`config.mk`:
```
export PLATFORM = sky130hd
export DESIGN_NAME = rgbdm_core_dummy_guard
export DESIGN_NICKNAME = d
export VERILOG_FILES = /design/src/rtl/rgbdm_pkg.sv /design/src/rtl/rgbdm_core_dummy_guard.sv
export SDC_FILE = /design/constraint.sdc
export NUM_CORES = 1
export LEC_CHECK = 0
export ABC_AREA = 1
export BUFFER_PORTS_ARGS = -buffer_cell sky130_fd_sc_hd__buf_4
export CAP_MARGIN = 20
export CORE_MARGIN = 4
export CORE_UTILIZATION = 54
export DETAILED_ROUTE_END_ITERATION = 8
export PLACE_DENSITY = 0.8
export RECOVER_POWER = 50
export SLEW_MARGIN = 5
export SYNTH_ARGS = -nofsm -noshare
export SYNTH_HDL_FRONTEND = slang
export SYNTH_SLANG_ARGS = --single-unit
```
`constraint.sdc`:
```
create_clock -name clock -period 2.3 [get_ports clock]
set_input_delay 0.115 -clock clock [delete_from_list [all_inputs] [get_ports clock]]
set_output_delay 0.115 -clock clock [all_outputs]
set_load 0.02 [all_outputs]
```
`src/rtl/rgbdm_pkg.sv`:
```
// Shared types, constants and helper functions of the RGB-IR demosaic core.
// No dependencies; every other file of the block except rgbdm_ram refers to this package by scoped names.
package rgbdm_pkg;

   localparam int MAX_WIDTH_DEFAULT = 2048;
   localparam int PIXEL_W           = 16;
   localparam int SAMPLE_W          = 8;
   localparam int ROW_W             = 12;
   localparam int LINE_WIDTH_W      = 12;
   localparam int FRAME_HEIGHT_W    = 13;
   localparam int CSR_DATA_W        = 13;

   localparam logic [LINE_WIDTH_W-1:0]   LINE_WIDTH_RESET   = 12'd640;
   localparam logic [FRAME_HEIGHT_W-1:0] FRAME_HEIGHT_RESET = 13'd480;
   localparam logic [FRAME_HEIGHT_W-1:0] FRAME_HEIGHT_MIN   = 13'd2;
   localparam logic [FRAME_HEIGHT_W-1:0] FRAME_HEIGHT_MAX   = 13'd4096;
   localparam logic [SAMPLE_W-1:0]       SAMPLE_MAX         = 8'hFF;

   typedef enum logic {
      CSR_LINE_WIDTH   = 1'b0,
      CSR_FRAME_HEIGHT = 1'b1
   } csr_index_type;

   typedef struct packed {
      logic [SAMPLE_W-1:0] red_first;
      logic [SAMPLE_W-1:0] green;
      logic [SAMPLE_W-1:0] blue;
      logic [SAMPLE_W-1:0] ir;
      logic [ROW_W-1:0]    row;
      logic                frame_end;
   } pair_type;

   function automatic logic [SAMPLE_W-1:0] saturate(input logic [PIXEL_W-1:0] value);
      saturate = (|value[PIXEL_W-1:SAMPLE_W]) ? SAMPLE_MAX : value[SAMPLE_W-1:0];
   endfunction

   function automatic logic [ROW_W-1:0] height_last(input logic [FRAME_HEIGHT_W-1:0] height);
      logic [FRAME_HEIGHT_W-1:0] clamped;
      clamped = height;
      if (height < FRAME_HEIGHT_MIN) begin
         clamped = FRAME_HEIGHT_MIN;
      end else if (height > FRAME_HEIGHT_MAX) begin
         clamped = FRAME_HEIGHT_MAX;
      end
      height_last = ROW_W'(clamped - 13'd1);
   endfunction

endpackage

```
`src/rtl/rgbdm_core_dummy_guard.sv`:
```
// Line-geometry tracker of the demosaic core: column and row counters with end-of-line wrap.
// Depends on rgbdm_pkg for the row width.
module rgbdm_core_dummy_guard #(
   parameter int COL_W = 11
) (
   input  logic                        clock,
   input  logic                        reset,
   input  logic                        step,
   input  logic                        frame_start,
   input  logic [COL_W-1:0]            col_last,
   input  logic [rgbdm_pkg::ROW_W-1:0] row_last,
   output logic [COL_W-1:0]            col_now,
   output logic [rgbdm_pkg::ROW_W-1:0] row_now,
   output logic                        col_odd_ff
);

   localparam int ROW_W = rgbdm_pkg::ROW_W;

   logic [COL_W-1:0]            col_ff, col_in;
   logic [rgbdm_pkg::ROW_W-1:0] row_ff, row_in;

   assign col_now    = frame_start ? '0 : col_ff;
   assign row_now    = frame_start ? '0 : row_ff;
   assign col_odd_ff = col_ff[0];

   always_comb begin
      col_in = col_ff;
      row_in = row_ff;
      if (step) begin
         if (col_now >= col_last) begin
            col_in = '0;
            row_in = (row_now >= row_last) ? '0 : row_now + ROW_W'(1);
         end else begin
            col_in = col_now + COL_W'(1);
            row_in = row_now;
         end
      end
   end

   always_ff @(posedge clock) begin
      if (reset) begin
         col_ff <= '0;
         row_ff <= '0;
      end else begin
         col_ff <= col_in;
         row_ff <= row_in;
      end
   end

endmodule

```
## Yosys cells after proc, flatten, opt, wreduce, memory -nomap -nowiden

Cells that the tools add are included.

- Input bits: 27
- Output and inout bits: 24
- Flip-flop bits (word level): 23
- Logic and storage cells: 11

- $lt $le $gt $ge: 2
- Add/sub/neg operators: 2
- Mux-type cells: 5

Operators with widths:

| cell | count |
|---|---|
| $mux W12 | 3 |
| $mux W11 | 2 |
| $add A12 B1 Y12 const B | 1 |
| $ge A12 B12 Y1 | 1 |
| $add A11 B1 Y11 const B | 1 |
| $ge A11 B11 Y1 | 1 |

## Longest topological paths before layout

- Depth in word-level cells: 4
- Mapped depth: 19
- Gate-level depth less buffers: 16

## Worst setup path after synthesis

OpenSTA, ideal clock, no wires.

- Kind: register -> register
- From: register col_ff[0]
- To: register col_ff[3]
- Slack: -0.091 ns
- Clock period less this slack: 2.391 ns
- Arrival time: 2.320 ns
- Stages on the path, launching flop included: 13
- Cells stage by stage: dfxtp_1 -> inv_1 -> nor2_1 -> inv_1 -> ha_1 -> nor2_1 -> o21ai_0 -> nand2_1 -> nand3_1 -> nor2_1 -> buf_2 -> o311ai_0 -> a21oi_1

- Word-level cells in the longest chain between the ends: 3
- Elaborated cells between the ends (all ways): 4

RTL lines:

| what | line | source |
|---|---|---|
| from (decl) | rgbdm_core_dummy_guard.sv:19 | `logic [COL_W-1:0] col_ff, col_in;` |
| from (signal assigned) | rgbdm_core_dummy_guard.sv:45 | `col_ff <= col_in;` |
| $mux W11 * | rgbdm_core_dummy_guard.sv:22 | `assign col_now = frame_start ? '0 : col_ff;` |
| net col_now[0] | rgbdm_core_dummy_guard.sv:12 | `output logic [COL_W-1:0] col_now,` |
| $add A11 B1 Y11 / $ge A11 B11 Y1 (equally long branches) | rgbdm_core_dummy_guard.sv:34, rgbdm_core_dummy_guard.sv:30 |  |
| $mux W11 * | rgbdm_core_dummy_guard.sv:30 | `if (col_now >= col_last) begin` |

Mark *: on every way through the listed nets, which the timed path passes. The rest lies on a longest branch.
A chain may end at the register's enable or synchronous reset.

## Worst setup path after layout

- From: register col_ff[6]
- To: register row_ff[10] (netlist bit)

- Word-level cells in the longest chain between the ends: 3

RTL lines:

| what | line | source |
|---|---|---|
| $mux W11 | rgbdm_core_dummy_guard.sv:22 |  |
| $ge A11 B11 Y1 | rgbdm_core_dummy_guard.sv:30 |  |
| $mux W12 | rgbdm_core_dummy_guard.sv:30 |  |
| to (signal assigned) | rgbdm_core_dummy_guard.sv:46 | `row_ff <= row_in;` |
| to (decl) | rgbdm_core_dummy_guard.sv:20 | `logic [rgbdm_pkg::ROW_W-1:0] row_ff, row_in;` |

No other way between the ends.

==> results.py <==
metrics = {
    "final_layout": {
        "syn2layout_area_growth_pct": 19.0,
        "final_common_cell": "nand2_1",
        "final_nets": 465,
        "n_antenna_cell": 0,
        "layout-drive-gt1-share_pct": 16.2,
        "final_cell_mix": "117 x nand2_1, 69 x inv_1, 39 x buf_4",
    },
    "power": {
        "seq_power_share_pct": 51.5,
        "powerDensity_nw_per_um2": 300,
        "leakagePower_nw": 1.36,
        "p_comb_share_pct": 15.9,
        "total_power_w": 0.000778,
        "switching_share_pct": 26.2,
        "p_switching_w": 0.000204,
        "p_int_w": 0.000574,
        "p_clk_share_pct": 32.6,
        "irDropWorstVdd_mv": 0.425,
    },
    "die": {
        "fp.dieH_um": 71.5,
        "rows": 22,
        "ios": 51,
        "dieArea_um2": 5110,
        "core_area_um2": 3770,
        "chipWidth_um": 71.5,
        "initial_core_util_pct": 57.7,
    },
    "synth": {
        "synth_top_family_by_area": "simple AND/OR/NAND/NOR gates",
        "synth_area_per_cell_um2": 6.03,
        "yosys.cell_types.count": 32,
        "synthMuxAreaShare_pct": 0,
        "synth_area_leaders": "dfxtp_1 21%, nand2_1 20%, ha_1 14%",
        "synth_compound_area_share_pct": 10.4,
        "synth_xor_area_share_pct": 0.403,
        "yosys.area.top_type": "dfxtp_1",
        "synthAdderAreaFrac_pct": 13.8,
        "yosys.area_share.simple_pct": 38.3,
        "synth_area_um2": 2180,
        "synth_nets": 412,
        "ys_seq_elements": 23,
        "ys_seq_area_share_pct": 21.2,
        "synth_cells": 361,
        "synth_top_area_share_pct": 21.2,
        "yosys_warnings": 0,
    },
    "routing": {
        "avgRoutedWirePerCell_um": 11.1,
        "ant_nets": 0,
        "wirelength_um": 5130,
        "vias": 2306,
        "wl_met2_um": 2530,
        "drt_iter0_markers": 149,
        "viasPerCell": 5.00,
        "wirelength_met1_um": 2330,
        "routed.top_layer": "met4",
        "wl_met3_um": 254,
        "drc_errors": 0,
        "drtPass1Iterations": 4,
    },
    "clock_network": {
        "clockBufferDepth": 2,
        "cts_buffers": 3,
        "clk_pin_slew_ns": 0.08,
        "clk_latency_ns": 0.26,
        "cts.sinks": 23,
        "cts_tree": "built",
        "root_buffer": "clkbuf_8",
        "h-tree-depth": 1,
        "hold_buffers": 0,
    },
    "timing": {
        "hold_violations": 0,
        "max_freq_ghz": 0.493,
        "setup_violations": 0,
        "tightest_slew_ns": 0.420,
        "period_share_pct": 88.2,
        "relSlewSlack_pct": 71.9,
        "worst_slack_ns": 0.270,
        "fin_worst_skew_ns": 0.00205,
        "min_period_ns": 2.03,
        "finalMaxSlewViolations": 0,
    },
    "global_routing": {
        "grt_pass1_wl_um": 9050,
        "grt_max_degree": 26,
        "grt_overflow": 0,
        "antenna_found_initial": 0,
        "grt.total_usage_pct": 21.1,
        "grt_pass1_vias": 2149,
    },
    "setup_path": {
        "worstPathArrival_ns": 2.23,
        "start_kind": "flip-flop",
        "path_class": "flip-flop to flip-flop",
        "crit_required_ns": 2.50,
        "critPathCaptureType": "flip-flop",
        "cp_max_fo": 11,
    },
    "run": {
        "maxCapViolCount": 0,
    },
    "placed_design": {
        "port-buffer-count": 50,
        "dp_slack_ns": 0.129,
        "finalWeightedCongestion": 0.850,
        "hpwl_um": 4130,
    },
    "outcome": {
        "outcome": "finished clean",
    },
    "worst_hold_path": {
        "hp-class": "input pin to flip-flop",
    },
}
registers in the layout, summed over array words and instances, names as in the netlist:
signal and cells:
row_ff 12, col_ff 11
worst max-delay path: stages (launching register included):
cell and delay, ns:
dfxtp_1 0.34, inv_1 0.09, nor2_2 0.15, ha_1 0.30
a21oi_1 0.17, nand2_1 0.07, nand2_1 0.05, nand3_1 0.11
nor2_1 0.14, inv_1 0.09, nand2_2 0.21, nand2_1 0.08
a21oi_1 0.14
area by class of cell:
cell class	count	area [um2]
Timing Repair Buffer	59	379
Fill cell	390	1180
Multi-Input combinational cell	255	1370
Sequential cell	23	460
Clock buffer	3	41.3
Tap cell	48	60.1
Clock inverter	1	5.00
Inverter	72	277
final timing paths:
kind / start / slack [ns] / end / cells after the start
max: col_ff[6]$_SDFFE_PP0P_ / 0.27 / row_ff[10]$_SDFFE_PP0P_ / 12
min: reset / 0.19 / col_ff[9]$_SDFFE_PP0P_ / 2
max reg2reg: col_ff[6]$_SDFFE_PP0P_ / 0.27 / row_ff[10]$_SDFFE_PP0P_ / 12
min reg2reg: col_ff[3]$_SDFFE_PP0P_ / 0.47 / col_ff[3]$_SDFFE_PP0P_ / 2
cell usage after synthesis:
| cell type | count |
|---|---|
| nand2_1 | 117 |
| inv_1 | 68 |
| a21oi_1 | 29 |
| nor2_1 | 28 |
| ha_1 | 24 |
| dfxtp_1 | 23 |
| nand3_1 | 20 |
| nand4_1 | 6 |
| clkbuf_1 | 4 |
| nor2_2 | 4 |
| o21ai_0 | 4 |
| buf_2 | 3 |
| nand3_2 | 3 |
| a21oi_2 | 2 |
| buf_6 | 2 |
| inv_2 | 2 |
| nand2_2 | 2 |
| nand2_4 | 2 |
| nand3b_1 | 2 |
| nor3_1 | 2 |
| nor3_2 | 2 |
| o22ai_1 | 2 |
| a211oi_1 | 1 |
| buf_1 | 1 |
| buf_8 | 1 |
| clkinv_2 | 1 |
| inv_6 | 1 |
| nor3_4 | 1 |
| o21ai_1 | 1 |
| o21ai_2 | 1 |
| o311ai_0 | 1 |
| xor2_1 | 1 |
power by group through the flow:
stage | Clock [W] | Combinational, W | Sequential, W
6_report | 0.000254 | 0.000123 | 0.000401
5_1_grt | 0.000275 | 0.000142 | 0.000401
4_1_cts | 0.000262 | 0.000126 | 0.000401
3_5_place_dp | 0 | 0.000126 | 0.000410
3_3_place_gp | 0 | 0.000123 | 0.000410
2_1_floorplan | 0 | 0.0000723 | 0.000412
through the flow:
stage          hold slack (ns)  instance area, um2  utilization, %  std cells  setup TNS [ns]
6_report                 0.192                2590            68.7        461               0
5_1_grt                  0.206                2590            68.7        461        -0.00198
4_1_cts                  0.187                2660            70.4        461               0
3_5_place_dp             0.457                2610            69.2        457               0
3_3_place_gp             0.451                2610            69.2        457               0
2_1_floorplan            0.184                2180               -        361               0
logic make-up (layout without fill, tap and decap cells):
kind of cell | count (synthesis) | in the layout
flops | 23 | 23
xor+xnor | 1 | 1
buf+inv | 83 | 135
fa+ha+maj | 24 | 24
simple gates | 189 | 189
compound gates | 41 | 41
metal layers:
layer | vias to the layer above | global-route usage (%)
li1 | 1230 | -
met1 | 1028 | 26.7
met2 | 46 | 38.0
met3 | 2 | 3.51
met4 | 0 | 3.34
met5 | - | 0
repair_timing:
action,in CTS,in global routing
hold endpoints to repair,0,0
buffers inserted,0,0
endpoints found under the setup margin,0,12
gates resized for setup,0,3
Power figures use the tool's default switching activity.
