==> src/rtl/rgbdm_pkg.sv <==
// Shared types, constants and helper functions of the RGB-IR demosaic core.
// No dependencies; every other file of the block except rgbdm_ram refers to this package by scoped names.
package rgbdm_pkg;

   localparam int MAX_WIDTH_DEFAULT = 2048;
   localparam int PIXEL_W           = 16;
   localparam int SAMPLE_W          = 8;
   localparam int ROW_W             = 12;
   localparam int LINE_WIDTH_W      = 12;
   localparam int FRAME_HEIGHT_W    = 13;
   localparam int CSR_DATA_W        = 13;

   localparam logic [LINE_WIDTH_W-1:0]   LINE_WIDTH_RESET   = 12'd640;
   localparam logic [FRAME_HEIGHT_W-1:0] FRAME_HEIGHT_RESET = 13'd480;
   localparam logic [FRAME_HEIGHT_W-1:0] FRAME_HEIGHT_MIN   = 13'd2;
   localparam logic [FRAME_HEIGHT_W-1:0] FRAME_HEIGHT_MAX   = 13'd4096;
   localparam logic [SAMPLE_W-1:0]       SAMPLE_MAX         = 8'hFF;

   typedef enum logic {
      CSR_LINE_WIDTH   = 1'b0,
      CSR_FRAME_HEIGHT = 1'b1
   } csr_index_type;

   typedef struct packed {
      logic [SAMPLE_W-1:0] red_first;
      logic [SAMPLE_W-1:0] green;
      logic [SAMPLE_W-1:0] blue;
      logic [SAMPLE_W-1:0] ir;
      logic [ROW_W-1:0]    row;
      logic                frame_end;
   } pair_type;

   function automatic logic [SAMPLE_W-1:0] saturate(input logic [PIXEL_W-1:0] value);
      saturate = (|value[PIXEL_W-1:SAMPLE_W]) ? SAMPLE_MAX : value[SAMPLE_W-1:0];
   endfunction

   function automatic logic [ROW_W-1:0] height_last(input logic [FRAME_HEIGHT_W-1:0] height);
      logic [FRAME_HEIGHT_W-1:0] clamped;
      clamped = height;
      if (height < FRAME_HEIGHT_MIN) begin
         clamped = FRAME_HEIGHT_MIN;
      end else if (height > FRAME_HEIGHT_MAX) begin
         clamped = FRAME_HEIGHT_MAX;
      end
      height_last = ROW_W'(clamped - 13'd1);
   endfunction

endpackage

==> src/rtl/rgbdm_out_stage.sv <==
// Output register of the demosaic core: holds one pixel pair and sends it as two transfers.
// Depends on rgbdm_pkg for the pair structure.
module rgbdm_out_stage #(
   parameter int COL_W = 11
) (
   input  logic                               clock,
   input  logic                               reset,
   input  logic                               load,
   input  rgbdm_pkg::pair_type                pair,
   input  logic [COL_W-2:0]                   col_pair,
   output logic                               can_load,
   output logic                               rsp_valid,
   input  logic                               rsp_ready,
   output logic [rgbdm_pkg::SAMPLE_W-1:0]     rsp_red_value,
   output logic [rgbdm_pkg::SAMPLE_W-1:0]     rsp_green_value,
   output logic [rgbdm_pkg::SAMPLE_W-1:0]     rsp_blue_value,
   output logic [rgbdm_pkg::SAMPLE_W-1:0]     rsp_ir_value,
   output logic [COL_W-1:0]                   rsp_out_column,
   output logic [rgbdm_pkg::ROW_W-1:0]        rsp_out_row,
   output logic                               rsp_frame_end,
   output logic                               rsp_run_last
);

   logic                valid_ff, valid_in;
   logic                second_ff, second_in;
   rgbdm_pkg::pair_type pair_ff;
   logic [COL_W-2:0]    col_pair_ff;

   assign can_load = !valid_ff || (second_ff && rsp_ready);

   always_comb begin
      valid_in  = valid_ff;
      second_in = second_ff;
      if (load) begin
         valid_in  = 1'b1;
         second_in = 1'b0;
      end else if (valid_ff && rsp_ready) begin
         if (second_ff) begin
            valid_in  = 1'b0;
            second_in = 1'b0;
         end else begin
            second_in = 1'b1;
         end
      end
   end

   always_ff @(posedge clock) begin
      if (reset) begin
         valid_ff  <= 1'b0;
         second_ff <= 1'b0;
      end else begin
         valid_ff  <= valid_in;
         second_ff <= second_in;
      end
   end

   always_ff @(posedge clock) begin
      if (load) begin
         pair_ff     <= pair;
         col_pair_ff <= col_pair;
      end
   end

   assign rsp_valid       = valid_ff;
   assign rsp_red_value   = second_ff ? pair_ff.green : pair_ff.red_first;
   assign rsp_green_value = pair_ff.green;
   assign rsp_blue_value  = pair_ff.blue;
   assign rsp_ir_value    = pair_ff.ir;
   assign rsp_out_column  = {col_pair_ff, second_ff};
   assign rsp_out_row     = pair_ff.row;
   assign rsp_frame_end   = second_ff && pair_ff.frame_end;
   assign rsp_run_last    = second_ff;

endmodule

==> config.mk <==
export PLATFORM = sky130hd
export DESIGN_NAME = rgbdm_out_stage
export DESIGN_NICKNAME = d
export VERILOG_FILES = /design/src/rtl/rgbdm_pkg.sv /design/src/rtl/rgbdm_out_stage.sv
export SDC_FILE = /design/constraint.sdc
export NUM_CORES = 1
export LEC_CHECK = 0
export ABC_AREA = 1
export BUFFER_PORTS_ARGS = -buffer_cell sky130_fd_sc_hd__buf_2
export CAP_MARGIN = 20
export CORE_MARGIN = 4
export CORE_UTILIZATION = 44
export DETAILED_ROUTE_END_ITERATION = 12
export GPL_ROUTABILITY_DRIVEN = 0
export PLACE_DENSITY = 0.89
export SLEW_MARGIN = 40
export SYNTH_ARGS = -nofsm -noshare
export SYNTH_HDL_FRONTEND = slang
export SYNTH_SLANG_ARGS = --single-unit
export TNS_END_PERCENT = 50
==> constraint.sdc <==
create_clock -name clock -period 0.8 [get_ports clock]
set_input_delay 0.16 -clock clock [delete_from_list [all_inputs] [get_ports clock]]
set_output_delay 0.16 -clock clock [all_outputs]
set_load 0.005 [all_outputs]
# After elaboration in Yosys (flattened, before gate mapping)
# Index checks and enable logic that the tools add are counted.
word_totals:
  ff_bits: 57
  out_inout_bits: 59
  inputBits: 59
  word_cells: 23
classes:
  muxes: 5
  reduce_logical: 9
op_table:
  columns: ["op", "count"]
  rows:
  - ["2-to-1 mux 8 bit", 1]
  - ["2-to-1 mux 1 bit", 4]
  - ["nonzero test 2 bit", 2]
  - ["logical AND 1 bit", 3]
  - ["AND reduction 2 bit", 1]
  - ["OR reduction 2 bit", 1]
  - ["zero test 1 bit", 1]
  - ["logical OR 1 bit", 1]

# Longest topological paths before layout
# Gate-level depths: netlist (run 1).
logic_depth:
  word_depth: 3
  mapped_depth: 4
  depth_no_buf: 4

# Worst setup path before layout (run 1)
# Ideal clock, no wire load.
synth_timing:
  path_type: "register -> output"
  start: "register second_ff, in the netlist rsp_run_last"
  end: "output rsp_red_value[0] (netlist bit)"
  slack_ps: -9
  t_required_ps: 640
  arrival_ps: 649
  n_path_buf: 1
  stages_incl_launch_ff: 4
  cell_sequence: "dfxtp_1 buf_6 nand2_1 nand2_1"
synth_between:
  elab_chain_len: 1
synth_rtl:
  columns: ["element", "line", "source"]
  rows:
  - ["from (decl)", "rgbdm_out_stage.sv:25", "logic second_ff, second_in;"]
  - ["from (signal assigned)", "rgbdm_out_stage.sv:53", "second_ff <= second_in;"]
  - ["2-to-1 mux 8 bit", "rgbdm_out_stage.sv:65", "assign rsp_red_value = second_ff ? pair_ff.green : pair_ff.red_first;"]
  - ["to (decl)", "rgbdm_out_stage.sv:14", "output logic [rgbdm_pkg::SAMPLE_W-1:0] rsp_red_value,"]
# Every way passes these cells.

# Worst setup path after layout (run 1)
layout_timing:
  start: "register second_ff, in the netlist rsp_run_last"
  end: "output rsp_red_value[6] (netlist bit)"
# The elaborated chain is that of the path after synthesis.

==> results of run 1 <==
worst min path at each step:
stage,startpoint,to,cells after the start
after CTS,pair[17],rsp_ir_value[4],1
after detailed placement,pair[37],pair_ff[37],1
after floorplan,reset,rsp_valid,1
final,pair[4],rsp_out_row[3],1
after global routing,pair[44],pair_ff[44],1
after global placement,pair[38],pair_ff[38],1
per-layer routing:
metal | GRT usage (%) | wire length [µm] | vias up
met1 | 14.69 | 1438 | 583
met4 | 6.940 | 42 | 2
met2 | 24.23 | 2141 | 70
li1 | - | - | 644
met3 | 8.005 | 484 | 7
met5 | 0 | 15 | -
worst register-to-register path, delay by kind of cell, from the launching register on:
kind | cells | cell delay [ns]
flip-flops | 1 | 0.36
AND/OR/NAND/NOR | 2 | 0.10
AO/OA/AOI/OAI | 1 | 0.11
buffers and inverters | 1 | 0.14
kinds of logic after synthesis:
family / Yosys count / synth area share (%)
and+or+nand+nor: 33 / 6.272
DFF: 57 / 79.25
buffers and inverters: 41 / 14.07
AOI/OAI and AO/OA: 1 / 0.4104
repair_timing:
action	in CTS	in global routing
pin swaps	0	1
gates resized for setup	3	1
setup endpoints to repair	59	60
hold endpoints to repair	14	6
hold buffers	14	6
gates cloned	0	0
stage by stage:
step / setup TNS [ns] / cell area, µm² / std cells
6_report: -12.33 / 2959 / 317
5_1_grt: -15.20 / 2959 / 317
4_1_cts: -13.49 / 2897 / 311
3_5_place_dp: -1.411 / 2576 / 281
3_3_place_gp: -0.5145 / 2576 / 281
2_1_floorplan: 0 / 2136 / 132
synthesized netlist by cell type, drive strengths merged:
| master | count |
|---|---|
| dfxtp | 2 |
| nand2 | 30 |
| edfxtp | 55 |
| nor2 | 3 |
| inv | 3 |
| a21oi | 1 |
| buf | 38 |
power breakdown:
group | leakage, µW | total (µW) | switching, µW | internal [µW]
combinational | 0.000690 | 622 | 265 | 357
sequential | 0.000556 | 3590 | 63.6 | 3530
clock | 0.0000936 | 2270 | 1010 | 1270
total | 0.00134 | 6490 | 1330 | 5150
area by class of cell:
class                           instances  share of cell area [%]
Timing Repair Buffer                  140                   28.58
Multi-Input combinational cell         34                   4.905
Tap cell                               67                   2.833
Clock buffer                           12                   5.243
Sequential cell                        57                   57.34
Clock inverter                          4                  0.6342
Inverter                                3                  0.4651
sequential cells by signal, summed over array words and instances (netlist names):
register,count
rsp_out_row,12
rsp_valid,1
col_pair_ff,10
rsp_blue_value,8
pair_ff,9
rsp_run_last,1
rsp_ir_value,8
rsp_green_value,8
==> insert_results.sql, run 1 <==
INSERT INTO impl_metrics (metric_group, metric, value, unit) VALUES
('floorplanning', 'floorplan.die_area', '6030', 'µm²'),
('clock_network', 'clkSinkCount', '57', ''),
('timing', 'final_max_slew_viol_count', '0', ''),
('detailed_routing', 'drc', '0', ''),
('detailed_routing', 'drt.antenna.violating_nets', '0', ''),
('global_routing', 'vias_in_the_first_global_route', '1390', ''),
('floorplanning', 'fp.coreArea', '4723', 'µm²'),
('clock_network', 'cts.root.buffer_cell', 'sky130_fd_sc_hd__clkbuf_8', ''),
('timing', 'skew', '0.006878', 'ns'),
('global_routing', 'grt_start_max_net_pins', '31', ''),
('finish', 'antennaDiodeCount', '0', ''),
('clock_network', 'number_of_buffers_inserted_during_clock_tree_synthesis', '9', ''),
('timing', 'timing.fmax', '0.8389', 'GHz'),
('critical_path', 'worst_setup_path_start_kind', 'flop', ''),
('timing', 'hold_viol_final', '0', ''),
('logic_synthesis', 'synth.area.top_cells', 'sky130_fd_sc_hd__edfxtp_1 (77%), sky130_fd_sc_hd__buf_4 (13%), sky130_fd_sc_hd__nand2_1 (4.9%)', ''),
('global_routing', 'grt-ovfl-total', '0', ''),
('place', 'io_buffer_count', '117', ''),
('place', 'detailed_place_hpwl', '2.909', 'mm'),
('logic_synthesis', 'synth_top_cell_by_area', 'sky130_fd_sc_hd__edfxtp_1', ''),
('outcome', 'status', 'finished with violations', ''),
('clock_network', 'cts.reportedPaths.clkPinSlew', '0.06', 'ns'),
('timing', 'timing.hold.ws', '0.01730', 'ns'),
('finish', 'multi_input_area', '145.1', 'µm²'),
('critical_path', 'timing.critical_path.required', '0.64', 'ns'),
('floorplanning', 'std_cell_rows', '25', ''),
('timing', 'postLayoutSetupSlackWorst', '-0.3921', 'ns'),
('global_routing', 'gr-usage-all-layers', '14.54', '%'),
('critical_path', 'worstPathBufferInverterCount', '2', ''),
('critical_path', 'worstPathCellList', 'buf_12 -> nand2_1 -> nand2_1 -> buf_2', ''),
('finish', 'postLayoutCoreUtil', '62.65', '%'),
('critical_path', 'worstReg2RegEnd', 'rsp_valid', ''),
('logic_synthesis', 'synth_top_area_share', '77.37', '%'),
('logic_synthesis', 'synth-seq-cells', '57', ''),
('timing', 'post-route-period-util', '149.0', '%'),
('critical_path', 'worst_setup_path_endpoint', 'rsp_red_value[6]', ''),
('finish', 'finalNetCount', '304', ''),
('finish', 'fillers', '367', ''),
('logic_synthesis', 'netlist_instances', '132', ''),
('critical_path', 'endpoint_kind', 'primary output', ''),
('critical_path', 'worst_path_arrival', '1.03', 'ns'),
('logic_synthesis', 'syn_area', '2135', 'µm²'),
('power', 'vdd_ir_drop_max', '0.001582', 'V'),
('outcome', 'failed_checks', 'negative setup slack', ''),
('logic_synthesis', 'ys_warn_count', '0', ''),
('floorplanning', 'die_height', '77.65', 'µm'),
('critical_path', 'cp_top_family', 'flip-flops', ''),
('floorplanning', 'die_width', '77.65', 'µm'),
('detailed_routing', 'drt_iter0_drc', '54', ''),
('detailed_routing', 'routed_wirelength', '4.122', 'mm'),
('finish', 'final_common_cell', 'sky130_fd_sc_hd__buf_2', ''),
('critical_path', 'cpMaxStageDelayCell', 'sky130_fd_sc_hd__dfxtp_4', ''),
('finish', 'areaGrowthSynthToFinish', '38.63', '%'),
('floorplanning', 'top_level_i_o_count', '118', ''),
('detailed_routing', 'route.detailed.wl_per_inst', '13.00', 'µm'),
('critical_path', 'reg2reg_from', 'rsp_run_last', ''),
('critical_path', 'highest_cell_delay_on_the_worst_timing_path', '0.36', 'ns'),
('detailed_routing', 'vias_per_cell', '4.120', ''),
('place', 'place_worst_setup_slack', '-0.06591', 'ns'),
('critical_path', 'critPathKind', 'reg -> out', ''),
('critical_path', 'path_max_fanout', '12', ''),
('power', 'power', '6486', 'µW'),
('clock_network', 'cts.path.max_buffers', '2', ''),
('logic_synthesis', 'synth_fp_nets', '191', ''),
('critical_path', 'startpoint', 'rsp_run_last', ''),
('detailed_routing', 'dr.pass1.iters', '2', ''),
('timing', 'setup_viol', '59', ''),
('floorplanning', 'initial_utilization', '45.19', '%'),
('global_routing', 'grt_antenna_before_repair', '1', ''),
('finish', 'drive_gt1_share', '56.40', '%'),
('timing', 'grt_setup_unrepaired', 'yes', '');
(Power assumes the default switching activity.)
==> inputs of run 2 (changes only) <==
--- a/config.mk
+++ b/config.mk
@@ -9,10 +9,10 @@
 export BUFFER_PORTS_ARGS = -buffer_cell sky130_fd_sc_hd__buf_2
 export CAP_MARGIN = 20
 export CORE_MARGIN = 4
-export CORE_UTILIZATION = 44
+export CORE_UTILIZATION = 25
 export DETAILED_ROUTE_END_ITERATION = 12
 export GPL_ROUTABILITY_DRIVEN = 0
-export PLACE_DENSITY = 0.89
+export PLACE_DENSITY = 0.6
 export SLEW_MARGIN = 40
 export SYNTH_ARGS = -nofsm -noshare
 export SYNTH_HDL_FRONTEND = slang
==> run 2 against run 1 <==
  * Combinational power up 26%
  * Utilization down 21 points
  * Worst setup slack worse by 0.037 ns
  * Flip-flop and latch count unchanged
  * Register-to-register slack worse by 0.24 ns
  * Non-clock buffer count up 38
  * The flow still finishes with violations (negative setup slack)
  * Die area up 67%
  * Highest routed layer is now met4
  * Wire length up 21%
==> insert_results.sql, run 2 (synthesized netlist as in run 1, its figures left out) <==
INSERT INTO impl_metrics (metric_group, metric, value, unit) VALUES
('finish', 'final_cell_mix', 'sky130_fd_sc_hd__buf_2 (116), sky130_fd_sc_hd__edfxtp_1 (55), sky130_fd_sc_hd__dlygate4sd3_1 (55)', ''),
('clock_network', 'worst_skew_pair.late_latency', '0.32', 'ns'),
('outcome', 'failed_checks', 'negative setup slack', ''),
('finish', 'drive_gt1_share', '51.74', '%'),
('power', 'powerDensity', '2106', 'nW/µm²'),
('finish', 'areaGrowthSynthToFinish', '60.90', '%'),
('finish', 'largest_reg_flops', '12', ''),
('timing', 'max_slew_margin', '87.85', '%'),
('hold_path', 'hp-class', 'in -> reg', ''),
('finish', 'final_common_cell', 'sky130_fd_sc_hd__buf_2', ''),
('critical_path', 'critPathKind', 'reg -> out', ''),
('finish', 'postLayoutCoreUtil', '41.59', '%'),
('clock_network', 'cts.reportedPaths.clkPinSlew', '0.06', 'ns'),
('job', 'max-cap-violations', '0', ''),
('outcome', 'status', 'finished with violations', ''),
('detailed_routing', 'vias_per_cell', '3.728', ''),
('finish', 'design_area', '3435', 'µm²'),
('global_routing', 'first_pass_grt_wire_length', '7.879', 'mm'),
('global_routing', 'grt_busiest_layer', 'met2', ''),
('global_routing', 'global_route.usage.met3', '4.726', '%'),
('floorplanning', 'die_width', '100.4', 'µm'),
('finish', 'fillers', '783', ''),
('finish', 'regArea', '1697', 'µm²'),
('finish', 'finalNetCount', '342', ''),
('detailed_routing', 'drt_iter0_drc', '34', ''),
('clock_network', 'cts.root.buffer_cell', 'sky130_fd_sc_hd__clkbuf_8', ''),
('global_routing', 'grt_antenna_before_repair', '0', ''),
('floorplanning', 'std_cell_rows', '33', ''),
('critical_path', 'endpoint_kind', 'primary output', ''),
('power', 'vdd_ir_drop_max', '0.001350', 'V'),
('timing', 'grt_setup_unrepaired', 'yes', ''),
('timing', 'postLayoutSetupSlackWorst', '-0.4288', 'ns'),
('timing', 'hold_viol_final', '0', ''),
('detailed_routing', 'vias', '1465', ''),
('floorplanning', 'initial_utilization', '25.85', '%'),
('clock_network', 'number_of_buffers_inserted_during_clock_tree_synthesis', '9', ''),
('timing', 'finalCriticalPeriod', '1.229', 'ns'),
('global_routing', 'grt_use_met2', '16.56', '%'),
('detailed_routing', 'drt.antenna.violating_nets', '0', ''),
('clock_network', 'clkSinkCount', '57', ''),
('critical_path', 'cp_top_family', 'flip-flops', ''),
('clock_network', 'cts.path.max_buffers', '2', ''),
('detailed_routing', 'routed_wirelength', '5.001', 'mm'),
('finish', 'multi_input_area', '157.7', 'µm²'),
('finish', 'antennaDiodeCount', '0', ''),
('timing', 'finalSetupTns', '-13.55', 'ns'),
('critical_path', 'worst_setup_path_start_kind', 'flop', ''),
('global_routing', 'gr-usage-all-layers', '10.53', '%'),
('floorplanning', 'fp.coreArea', '8258', 'µm²'),
('detailed_routing', 'drc', '0', ''),
('floorplanning', 'die_height', '100.4', 'µm'),
('timing', 'timing.fmax', '0.8138', 'GHz'),
('place', 'placed_cell_area', '2619', 'µm²'),
('place', 'detailed_place_hpwl', '3.398', 'mm'),
('floorplanning', 'top_level_i_o_count', '118', ''),
('timing', 'timing.hold.ws', '0.03205', 'ns'),
('timing', 'post-route-period-util', '153.6', '%'),
('critical_path', 'highest_cell_delay_on_the_worst_timing_path', '0.40', 'ns'),
('clock_network', 'tritoncts', 'yes', ''),
('timing', 'skew', '0.0002157', 'ns'),
('detailed_routing', 'route.detailed.wl_per_inst', '12.73', 'µm'),
('detailed_routing', 'dr.pass1.iters', '3', ''),
('global_routing', 'vias_in_the_first_global_route', '1656', ''),
('power', 'power.leakage', '0.001520', 'µW'),
('global_routing', 'grt-ovfl-total', '0', ''),
('critical_path', 'timing.critical_path.required', '0.64', 'ns'),
('global_routing', 'grt_util_met1', '11.99', '%'),
('critical_path', 'path_max_fanout', '8', ''),
('timing', 'worst-slew-pin-transition', '0.1822', 'ns'),
('critical_path', 'worstPathBufferInverterCount', '2', ''),
('critical_path', 'cpMaxStageDelayCell', 'sky130_fd_sc_hd__dfxtp_4', ''),
('power', 'power', '7235', 'µW'),
('timing', 'final_max_slew_viol_count', '0', ''),
('critical_path', 'worst_path_arrival', '1.07', 'ns'),
('global_routing', 'grt_start_max_net_pins', '33', ''),
('clock_network', 'htreeDepth', '3', ''),
('critical_path', 'worstPathCellList', 'buf_6 -> nand2_2 -> nand2_1 -> buf_2', ''),
('place', 'io_buffer_count', '117', ''),
('timing', 'setup_viol', '60', ''),
('floorplanning', 'floorplan.die_area', '10080', 'µm²');
## run 2: cell types whose count changed in the layout (fill, tap and decap cells not counted), sizes merged
cell         previous run  this run
buf                   120       123
clkbuf                 12        10
dlygate4sd3            20        55
bufinv                  0         2
## run 2: final timing paths
path,start,end,slack (ns),depth (start not counted)
max,rsp_run_last,rsp_red_value[0],-0.43,4
min reg2reg,rsp_valid,rsp_run_last,0.56,4
min,pair[31],rsp_green_value[2],0.03,1
max reg2reg,rsp_run_last,rsp_valid,-0.20,6
## run 2: metal layers
layer | vias to the layer above | share of wire, %
li1 | 719 | -
met2 | 81 | 48
met1 | 657 | 39
met3 | 8 | 11
met5 | - | 0
met4 | 0 | 1.6
## run 2: cell type report
cell class | count | share of cell area (%)
multi-input cells | 34 | 4.590
well taps | 105 | 3.825
clock inverters | 6 | 2.404
clock buffers | 10 | 3.716
repair buffers | 178 | 35.52
flip-flops and latches | 57 | 49.40
inverters | 3 | 0.5464
## run 2: worst register-to-register path: stages (launching register included)
cell	delay (ns)
sky130_fd_sc_hd__dfxtp_4	0.38
sky130_fd_sc_hd__buf_6	0.14
sky130_fd_sc_hd__nand2_4	0.05
sky130_fd_sc_hd__nand2_2	0.04
sky130_fd_sc_hd__buf_4	0.12
sky130_fd_sc_hd__buf_4	0.12
sky130_fd_sc_hd__a21oi_2	0.09
## run 2: where the power goes
| part | internal [µW] | switching (µW) | total, µW |
|---|---|---|---|
| Clock | 1740 | 1110 | 2850 |
| Sequential | 3530 | 71.4 | 3600 |
| Combinational | 486 | 300 | 786 |
| Total | 5750 | 1480 | 7230 |
## run 2: what timing repair did
action | 4_1_cts | 5_1_grt
hold buffers | 55 | 0
hold endpoints to repair | 55 | 0
pin swaps | 3 | 3
resized for setup | 8 | 6
setup endpoints to repair | 59 | 61
setup buffers | 1 | 1
## run 2: per-stage QoR
step / instances / worst slack [ns]
floorplan: 132 / 0.04482
global placement: 320 / -0.1244
detailed placement: 320 / -0.1523
CTS: 392 / -0.4443
global route: 393 / -0.4967
finish: 393 / -0.4288
